===== config.mk =====
export PLATFORM = sky130hd
export DESIGN_NAME = uart_receiver_with_fifo
export DESIGN_NICKNAME = d
export VERILOG_FILES = /design/src/design/urf_pkg.sv /design/src/design/urf_ram.sv /design/src/design/urf_rx.sv /design/src/design/urf_ring.sv /design/src/design/uart_receiver_with_fifo.sv
export VERILOG_INCLUDE_DIRS = /design/src /design/src/design
export SDC_FILE = /design/constraint.sdc
export NUM_CORES = 1
export LEC_CHECK = 0
export BUFFER_PORTS_ARGS = -buffer_cell sky130_fd_sc_hd__buf_4
export CORE_UTILIZATION = 38
export CTS_CLUSTER_DIAMETER = 120
export DETAILED_ROUTE_END_ITERATION = 16
export PLACE_DENSITY_LB_ADDON = 0.2
export SYNTH_ARGS = -nofsm -noshare
export SYNTH_HDL_FRONTEND = slang
export SYNTH_HIERARCHICAL = 1
export SYNTH_SLANG_ARGS = --single-unit

===== constraint.sdc =====
create_clock -name clock -period 15.4 [get_ports clock]
set_clock_uncertainty 0.15 [all_clocks]
set_input_delay 0 -clock clock [delete_from_list [all_inputs] [get_ports clock]]
set_output_delay 0 -clock clock [all_outputs]
set_load 0.01 [all_outputs]

===== src/design/uart_receiver_with_fifo_defines.svh =====
// Assertion macros shared by the UART receiver modules
`ifndef UART_RECEIVER_WITH_FIFO_DEFINES_SVH
`define UART_RECEIVER_WITH_FIFO_DEFINES_SVH

`ifndef ASSERT_OFF
`define URF_ASSERT(lbl, clk, rst, prop, msg) \
   lbl: assert property (@(posedge clk) disable iff (rst) (prop)) else $error(msg);
`define URF_ASSERT_IMPL(lbl, clk, rst, ante, cons, msg) \
   lbl: assert property (@(posedge clk) disable iff (rst) (ante) |-> (cons)) else $error(msg);
`else
`define URF_ASSERT(lbl, clk, rst, prop, msg)
`define URF_ASSERT_IMPL(lbl, clk, rst, ante, cons, msg)
`endif

`endif


===== src/design/urf_pkg.sv =====
// Types, constants and helpers for the UART receiver with receive buffer
package urf_pkg;

   localparam int BUFFER_DEPTH = 64;
   localparam int PTR_W        = $clog2(BUFFER_DEPTH);
   localparam int CNT_W        = PTR_W + 1;
   localparam int DELAY_W      = 12;
   localparam int BYTE_W       = 8;
   localparam int BIT_IDX_W    = 3;
   localparam int AVAIL_W      = 6;
   localparam int CSR_ADDR_W   = 2;

   localparam logic [DELAY_W-1:0] CENTER_DELAY_RST = 12'd8;
   localparam logic [DELAY_W-1:0] BIT_DELAY_RST    = 12'd16;
   localparam logic [DELAY_W-1:0] STOP_DELAY_RST   = 12'd16;

   typedef logic [PTR_W-1:0] ptr_type;

   typedef enum logic [1:0] {
      ACT_TICK,
      ACT_POP,
      ACT_FLUSH,
      ACT_CLR_OVF
   } action_type;

   typedef enum logic [1:0] {
      PH_IDLE,
      PH_CENTER,
      PH_DATA,
      PH_STOP
   } phase_type;

   typedef enum logic [CSR_ADDR_W-1:0] {
      CSR_CENTER_DELAY,
      CSR_BIT_DELAY,
      CSR_STOP_DELAY
   } csr_index_type;

   typedef struct packed {
      logic [DELAY_W-1:0] center_delay;
      logic [DELAY_W-1:0] bit_delay;
      logic [DELAY_W-1:0] stop_delay;
   } csr_type;

   // Frame end report from the receiver to the buffer
   typedef struct packed {
      logic              done;
      logic              stop_low;
      logic [BYTE_W-1:0] rx_byte;
   } frame_type;

   // Buffer status seen by one transfer
   typedef struct packed {
      logic [BYTE_W-1:0]  head_byte;
      logic               head_valid;
      logic [AVAIL_W-1:0] available;
      logic               overflow;
   } ring_status_type;

   // Advance a ring pointer with wrap at the buffer depth
   function automatic ptr_type ring_next(input ptr_type p);
      return (p == PTR_W'(BUFFER_DEPTH - 1)) ? '0 : p + 1'b1;
   endfunction

endpackage


===== src/design/urf_ram.sv =====
// Generic single-write, single-read RAM with registered read data
module urf_ram #(
   parameter int WIDTH = 8,
   parameter int DEPTH = 64
) (
   input  logic                     clock,
   input  logic                     wr_en,
   input  logic [$clog2(DEPTH)-1:0] wr_addr,
   input  logic [WIDTH-1:0]         wr_data,
   input  logic [$clog2(DEPTH)-1:0] rd_addr,
   output logic [WIDTH-1:0]         rd_data
);

   logic [WIDTH-1:0] mem_ff [DEPTH];
   logic [WIDTH-1:0] rd_data_ff;

   // Write port
   always_ff @(posedge clock) begin
      if (wr_en) begin
         mem_ff[wr_addr] <= wr_data;
      end
   end

   // Registered read port, old data on a same-address write
   always_ff @(posedge clock) begin
      rd_data_ff <= mem_ff[rd_addr];
   end

   assign rd_data = rd_data_ff;

endmodule


===== src/design/urf_rx.sv =====
// UART 8N1 receive state machine driven by line-sample transfers
`include "uart_receiver_with_fifo_defines.svh"

module urf_rx (
   input  logic               clock,
   input  logic               reset,
   input  logic               tick_en,
   input  logic               rx_level,
   input  urf_pkg::csr_type   cfg,
   output urf_pkg::frame_type frame
);

   urf_pkg::phase_type                  phase_ff, phase_in;
   logic [urf_pkg::DELAY_W-1:0]         tick_count_ff, tick_count_in;
   logic [urf_pkg::BIT_IDX_W-1:0]       bit_index_ff, bit_index_in;
   logic [urf_pkg::BYTE_W-1:0]          shift_ff, shift_in;
   logic [urf_pkg::DELAY_W-1:0]         cnt_inc;
   logic [urf_pkg::DELAY_W-1:0]         delay_sel;
   logic                                wait_hit;
   logic                                last_bit;

   // Pick the delay of the current wait and compare the advanced count
   always_comb begin
      cnt_inc = tick_count_ff + 1'b1;
      case (phase_ff)
         urf_pkg::PH_CENTER: delay_sel = cfg.center_delay;
         urf_pkg::PH_DATA:   delay_sel = cfg.bit_delay;
         default:            delay_sel = cfg.stop_delay;
      endcase
      wait_hit = (cnt_inc == delay_sel);
      last_bit = (bit_index_ff == urf_pkg::BIT_IDX_W'(urf_pkg::BYTE_W - 1));
   end

   // Next phase
   always_comb begin
      phase_in = phase_ff;
      if (tick_en) begin
         unique case (phase_ff)
            urf_pkg::PH_IDLE: begin
               if (!rx_level) begin
                  phase_in = (cfg.center_delay == '0) ? urf_pkg::PH_DATA
                                                      : urf_pkg::PH_CENTER;
               end
            end
            urf_pkg::PH_CENTER: begin
               if (wait_hit) phase_in = urf_pkg::PH_DATA;
            end
            urf_pkg::PH_DATA: begin
               if (wait_hit && last_bit) phase_in = urf_pkg::PH_STOP;
            end
            urf_pkg::PH_STOP: begin
               if (wait_hit) phase_in = urf_pkg::PH_IDLE;
            end
         endcase
      end
   end

   // Counter, bit index, shift register and frame report
   always_comb begin
      tick_count_in  = tick_count_ff;
      bit_index_in   = bit_index_ff;
      shift_in       = shift_ff;
      frame.done     = 1'b0;
      frame.stop_low = 1'b0;
      frame.rx_byte  = shift_ff;
      if (tick_en) begin
         unique case (phase_ff)
            urf_pkg::PH_IDLE: begin
               if (!rx_level) begin
                  tick_count_in = '0;
                  bit_index_in  = '0;
                  shift_in      = '0;
               end
            end
            urf_pkg::PH_CENTER: begin
               tick_count_in = wait_hit ? '0 : cnt_inc;
            end
            urf_pkg::PH_DATA: begin
               tick_count_in = wait_hit ? '0 : cnt_inc;
               if (wait_hit) begin
                  shift_in[bit_index_ff] = rx_level;
                  bit_index_in = last_bit ? '0 : bit_index_ff + 1'b1;
               end
            end
            urf_pkg::PH_STOP: begin
               tick_count_in  = wait_hit ? '0 : cnt_inc;
               frame.done     = wait_hit;
               frame.stop_low = wait_hit && !rx_level;
            end
         endcase
      end
   end

   // Hold receiver state between line samples
   always_ff @(posedge clock) begin
      if (reset) begin
         phase_ff      <= urf_pkg::PH_IDLE;
         tick_count_ff <= '0;
         bit_index_ff  <= '0;
         shift_ff      <= '0;
      end else begin
         phase_ff      <= phase_in;
         tick_count_ff <= tick_count_in;
         bit_index_ff  <= bit_index_in;
         shift_ff      <= shift_in;
      end
   end

   `URF_ASSERT_IMPL(a_done_in_stop, clock, reset, frame.done, phase_ff == urf_pkg::PH_STOP, "frame end outside stop phase")
   `URF_ASSERT_IMPL(a_idx_only_data, clock, reset, phase_ff != urf_pkg::PH_DATA, bit_index_ff == '0, "bit index left nonzero outside data phase")

endmodule


===== src/design/urf_ring.sv =====
// Receive ring buffer: pointers, overflow flag, storage and head-byte bypass
`include "uart_receiver_with_fifo_defines.svh"

module urf_ring (
   input  logic                     clock,
   input  logic                     reset,
   input  logic                     op_en,
   input  urf_pkg::action_type      action,
   input  urf_pkg::frame_type       frame,
   output urf_pkg::ring_status_type status
);

   urf_pkg::ptr_type              head_ff, head_in;
   urf_pkg::ptr_type              tail_ff, tail_in;
   urf_pkg::ptr_type              tail_next;
   logic                          ovf_ff, ovf_in;
   logic                          fwd_ff, fwd_in;
   logic [urf_pkg::BYTE_W-1:0]    fwd_data_ff;
   logic [urf_pkg::BYTE_W-1:0]    rd_data;
   logic [urf_pkg::CNT_W-1:0]     cnt_in;
   logic                          full;
   logic                          wr_en;
   logic                          store_try;

   assign tail_next = urf_pkg::ring_next(tail_ff);
   assign full      = (tail_next == head_ff);
   assign store_try = op_en && (action == urf_pkg::ACT_TICK) && frame.done;
   assign wr_en     = store_try && !full;

   // Update pointers and overflow flag for the accepted action
   always_comb begin
      head_in = head_ff;
      tail_in = tail_ff;
      ovf_in  = ovf_ff;
      if (op_en) begin
         unique case (action)
            urf_pkg::ACT_TICK: begin
               if (frame.done) begin
                  if (full) ovf_in = 1'b1;
                  else      tail_in = tail_next;
               end
            end
            urf_pkg::ACT_POP: begin
               if (head_ff != tail_ff) head_in = urf_pkg::ring_next(head_ff);
            end
            urf_pkg::ACT_FLUSH: begin
               head_in = '0;
               tail_in = '0;
            end
            urf_pkg::ACT_CLR_OVF: begin
               ovf_in = 1'b0;
            end
         endcase
      end
   end

   // Fill level after the action
   always_comb begin
      if (tail_in >= head_in) begin
         cnt_in = {1'b0, tail_in} - {1'b0, head_in};
      end else begin
         cnt_in = {1'b0, tail_in} + urf_pkg::CNT_W'(urf_pkg::BUFFER_DEPTH) - {1'b0, head_in};
      end
   end

   // Forward a byte written at the address being read in the same cycle
   assign fwd_in = wr_en && (tail_ff == head_in);

   // Report status seen before the action, fill level after it
   always_comb begin
      status.head_valid = (head_ff != tail_ff);
      status.head_byte  = status.head_valid ? (fwd_ff ? fwd_data_ff : rd_data) : '0;
      status.available  = urf_pkg::AVAIL_W'(cnt_in);
      status.overflow   = ovf_ff;
   end

   // Hold pointers and flags
   always_ff @(posedge clock) begin
      if (reset) begin
         head_ff <= '0;
         tail_ff <= '0;
         ovf_ff  <= 1'b0;
         fwd_ff  <= 1'b0;
      end else begin
         head_ff <= head_in;
         tail_ff <= tail_in;
         ovf_ff  <= ovf_in;
         fwd_ff  <= fwd_in;
      end
   end

   always_ff @(posedge clock) begin
      fwd_data_ff <= frame.rx_byte;
   end

   // Storage, read always at the head pointer of the next cycle
   urf_ram #(
      .WIDTH(urf_pkg::BYTE_W),
      .DEPTH(urf_pkg::BUFFER_DEPTH)
   ) u_store (
      .clock  (clock),
      .wr_en  (wr_en),
      .wr_addr(tail_ff),
      .wr_data(frame.rx_byte),
      .rd_addr(head_in),
      .rd_data(rd_data)
   );

   `URF_ASSERT_IMPL(a_ovf_rise_on_full, clock, reset, $rose(ovf_ff), $past(store_try && full), "overflow set without a dropped byte")
   `URF_ASSERT_IMPL(a_tail_moves_on_store, clock, reset, tail_ff != $past(tail_ff), $past(wr_en) || $past(op_en && action == urf_pkg::ACT_FLUSH), "tail moved without a store or flush")

endmodule


===== src/design/uart_receiver_with_fifo.sv =====
// Top level: UART 8N1 receiver with receive ring buffer and result register
//
// Channel   Direction  Accepted when           Contents
// req_      in         req_tvalid & req_tready action, RX line sample
// rsp_      out        rsp_tvalid & rsp_tready head byte, fill level, flags
// csr_      in         csr_we                  center, bit and stop delays
//
// One transfer per clock while results are taken; each result is registered and valid in the cycle after
// its request transfer. The request's own cycle holds the receiver counter compare and the
// buffer pointer update, which also addresses the storage read for the next head.
// Reset is synchronous; it clears the receiver and the pointers with no pass over
// the storage.
// A stalled result holds in the result register; req_tready falls only while
// that register is full and not being taken.
`include "uart_receiver_with_fifo_defines.svh"

module uart_receiver_with_fifo (
   input  logic                              clock,
   input  logic                              reset,
   // request channel
   input  logic                              req_tvalid,
   output logic                              req_tready,
   input  logic [7:0]                        req_tdata,  // [0] rx_level, [7:1] zero
   input  logic [1:0]                        req_tuser,  // [1:0] action
   // result channel
   output logic                              rsp_tvalid,
   input  logic                              rsp_tready,
   output logic [23:0]                       rsp_tdata,  // [7:0] data, [8] data_valid,
                                                         // [14:9] available, [15] overflow,
                                                         // [16] frame_done, [17] stop_low,
                                                         // [23:18] zero
   // configuration write port
   input  logic                              csr_we,
   input  logic [urf_pkg::CSR_ADDR_W-1:0]    csr_addr,
   input  logic [urf_pkg::DELAY_W-1:0]       csr_wdata
);

   urf_pkg::csr_type          cfg_ff;
   urf_pkg::action_type       action;
   urf_pkg::frame_type        frame;
   urf_pkg::ring_status_type  status;
   logic                      accept;
   logic                      tick_en;
   logic                      rsp_valid_ff;
   logic [23:0]               rsp_data_ff, rsp_data_in;

   // Configuration registers
   always_ff @(posedge clock) begin
      if (reset) begin
         cfg_ff.center_delay <= urf_pkg::CENTER_DELAY_RST;
         cfg_ff.bit_delay    <= urf_pkg::BIT_DELAY_RST;
         cfg_ff.stop_delay   <= urf_pkg::STOP_DELAY_RST;
      end else if (csr_we) begin
         unique case (urf_pkg::csr_index_type'(csr_addr))
            urf_pkg::CSR_CENTER_DELAY: cfg_ff.center_delay <= csr_wdata;
            urf_pkg::CSR_BIT_DELAY:    cfg_ff.bit_delay    <= csr_wdata;
            urf_pkg::CSR_STOP_DELAY:   cfg_ff.stop_delay   <= csr_wdata;
            default: ;
         endcase
      end
   end

   // Accept a request whenever the result register is free or draining
   assign req_tready = !rsp_valid_ff || rsp_tready;
   assign accept     = req_tvalid && req_tready;
   assign action     = urf_pkg::action_type'(req_tuser);
   assign tick_en    = accept && (action == urf_pkg::ACT_TICK);

   urf_rx u_rx (
      .clock   (clock),
      .reset   (reset),
      .tick_en (tick_en),
      .rx_level(req_tdata[0]),
      .cfg     (cfg_ff),
      .frame   (frame)
   );

   urf_ring u_ring (
      .clock (clock),
      .reset (reset),
      .op_en (accept),
      .action(action),
      .frame (frame),
      .status(status)
   );

   // Pack the result
   assign rsp_data_in = {6'b0, frame.stop_low, frame.done, status.overflow,
                         status.available, status.head_valid, status.head_byte};

   // Result register
   always_ff @(posedge clock) begin
      if (reset) begin
         rsp_valid_ff <= 1'b0;
      end else if (accept) begin
         rsp_valid_ff <= 1'b1;
      end else if (rsp_tready) begin
         rsp_valid_ff <= 1'b0;
      end
   end

   always_ff @(posedge clock) begin
      if (accept) begin
         rsp_data_ff <= rsp_data_in;
      end
   end

   assign rsp_tvalid = rsp_valid_ff;
   assign rsp_tdata  = rsp_data_ff;

endmodule

==> metrics <==
# IOs=55; vias in the first global route=14800; CTS H-tree lvls=3; final-report setup violation count=0; Startpoint Class=flop; pwr/cell area=114 nW/um^2; synth-to-layout area growth=13.3%; worst reg2reg setup slack=8170 ps; drt pass-1 iters=5; setup total negative slack=0 ps; final period utilization=47.0%; clock root buffer=clkbuf_16; FP Rows=96; YS warnings=6; Fmax=138 MHz; Skew-Pair Late Insertion Delay=600 ps; worst reg-to-reg path cell count=14; GRT Total Usage=17.7%; RSZ-0062 raised after global routing=no; required time worst endpoint=15450 ps; wire per inst=23.1 um; max cap viols=0; drc violations=0; final RePlAce weighted congestion=0.802; CP Data Arrival Time=7280 ps; list of most frequent post-synthesis cells=edfxtp_1, nor2_1, mux4_2; CTS Sinks=622; finished layout cell area=30000 sq um; initial antenna violation count=0; Initial Util=38.5%; die height=266 um; Final Util=43.6%; clock slew at reported path FFs=50 ps; worst min path class=in2reg; launch point of the worst reg-to-reg path=u_rx/phase_ff[0]; Post-DP HPWL=37.3 mm; postcts setup bufs=0; CP endpoint=u_ring/u_store/mem_ff[63][4]; crit-path max FO=29; post-synthesis sequential area ratio=67.0%; Setup WS post-layout=8170 ps; Rel. slew slack=33.8%; layout cells sized above 1=19.3%; number of fillers in the final layout=6110; n_diodes=0; leading area contributor after synthesis=edfxtp_1; Pwr Total=3.42 mW; final hold vios=0; area of the multi-input gates=8080 sq um; synth top area cells=edfxtp_1, mux4_2, dfxtp_1; Synth Instances=1634; Worst-Margin Slew=994 ps; Worst Setup End Kind=flop; worst vdd ir=0.0822 mV; total wire length=62.3 mm; CTS resizes=0; first-pass GRT wire length=93.5 mm; ys async rst share=0%; CTS buffer count=69; TritonCTS clock tree=built; fin nets=1760; Final ANT Viol Nets=0; PortBufs=41; detailed-route via count=14700; Die X=266 um; Die ar.=70800 sq um; Netlist Area Pre-Place=26500 sq um; initial DRC count=1089; critical setup path kind=reg2reg; Slew Limit Fails=0; Yosys reg bits=622; core area=68800 sq um; run status=complete, no violations; EDFF count, synth=530; P_leak=10.3 nW; Netlist cell types=97; Cell Area, Placed=27600 sq um; post-synth top area share=60.0%; CP Launch Point=u_rx/phase_ff[0]; minimum clock period=7230 ps; reg-to-reg endpoint=u_ring/u_store/mem_ff[63][4]; GRT Residual Overflow=0; register area=17800 sq um; Max Root-Sink Buffers=3; Syn Area/Cell=16.2 sq um; top-count cell post-synth=edfxtp_1; main flop type after synthesis=edfxtp_1; Setup Slack @ Placement=8290 ps; drt via density=5.47; largest net degree at the start of global routing=77
## layer usage
metal / vias up / track usage [%] / share of wire (%)
li1: 6590 / - / -
met1: 7729 / 24.7 / 45
met2: 333 / 28.9 / 49
met3: 87 / 2.75 / 4.1
met4: 0 / 4.58 / 1.9
met5: - / 0 / 0
## critical path, stage by stage, from the launching register on
cell	delay (ps)
dfxtp_1	360
inv_1	100
ha_1	950
inv_1	260
o211ai_1	280
nand2b_1	120
or4bb_1	490
o211a_2	240
or4b_4	600
nor2_1	430
and3_1	300
o21ai_0	310
inv_1	370
nand4_1	790
nor2_1	1070
## area by class of cell
| class | count | share of cell area [%] |
|---|---|---|
| inverter | 27 | 0.358 |
| multi-input combinational | 897 | 26.9 |
| sequential | 622 | 59.2 |
| tap | 931 | 3.88 |
| clock inverter | 28 | 0.900 |
| clock buffer | 98 | 6.25 |
| timing repair buffer | 93 | 2.57 |
## state kept, by name, summed over array words and instances, names as in the netlist
| register | flops |
|---|---|
| cfg_ff | 36 |
| u_ring/u_store/rd_data | 8 |
| u_rx/phase_ff | 2 |
| u_ring/u_store/mem_ff | 512 |
| u_rx/tick_count_ff | 12 |
| u_ring/fwd_data_ff | 8 |
| u_ring/fwd_ff | 1 |
| u_ring/tail_ff | 6 |
| u_rx/bit_index_ff | 3 |
| rsp_tdata | 18 |
| u_ring/head_ff | 6 |
| u_ring/ovf_ff | 1 |
| rsp_tvalid | 1 |
| u_rx/shift_ff | 8 |
## per-stage QoR
step	hold slack, ps	std cells
floorplan	-80.6	1639
global placement	105	2541
detailed placement	119	2541
CTS	85.9	2696
global route	145	2696
finish	124	2696
## cell families (layout without fill, tap and decap cells)
kind of cell    after synthesis  after routing  share of synthesized area (%)
compound gates              190            190                           5.33
xor+xnor                     25             25                           1.06
fa+ha+maj                    21             21                           1.02
buf+inv                     120            246                           2.60
flops                       622            622                           67.0
mux                         220            220                           14.3
other cells                   1              6                         0.0141
simple gates                435            435                           8.67
## cell usage in the layout, fill, tap and decap left out, types with 22 or more instances in the layout
cell type      instances
o21ai_0               27
mux4_2               126
clkbuf_16             70
nand3_1               38
edfxtp_1             530
clkbuf_1              26
nand2b_1              59
a21oi_1               24
dfxtp_1               84
nor2_1               137
nand2_1               70
buf_4                 64
inv_1                 22
dlygate4sd3_1         29
mux2i_1               81
## power breakdown
group	internal, mW	switching (mW)	total [mW]
logic	0.0251	0.0310	0.0561
clock network	0.893	0.664	1.56
registers	1.81	0.00333	1.81
## worst min path at each step
stage,start,cells past startpoint,slack (ps),endpoint
5_1_grt,csr_wdata[9],4,150,cfg_ff[33]
4_1_cts,csr_wdata[4],4,90,cfg_ff[4]
2_1_floorplan,reset,1,-80,u_ring/tail_ff[5]
3_5_place_dp,req_tvalid,3,120,rsp_tvalid
3_3_place_gp,req_tvalid,3,110,rsp_tvalid
6_report,csr_wdata[4],4,120,cfg_ff[4]
## what timing repair did
item | CTS | global route
endpoints found under the setup margin | 0 | 0
endpoints found under the hold margin | 82 | 0
hold buffers | 29 | 0
(Power assumes the default switching activity.)
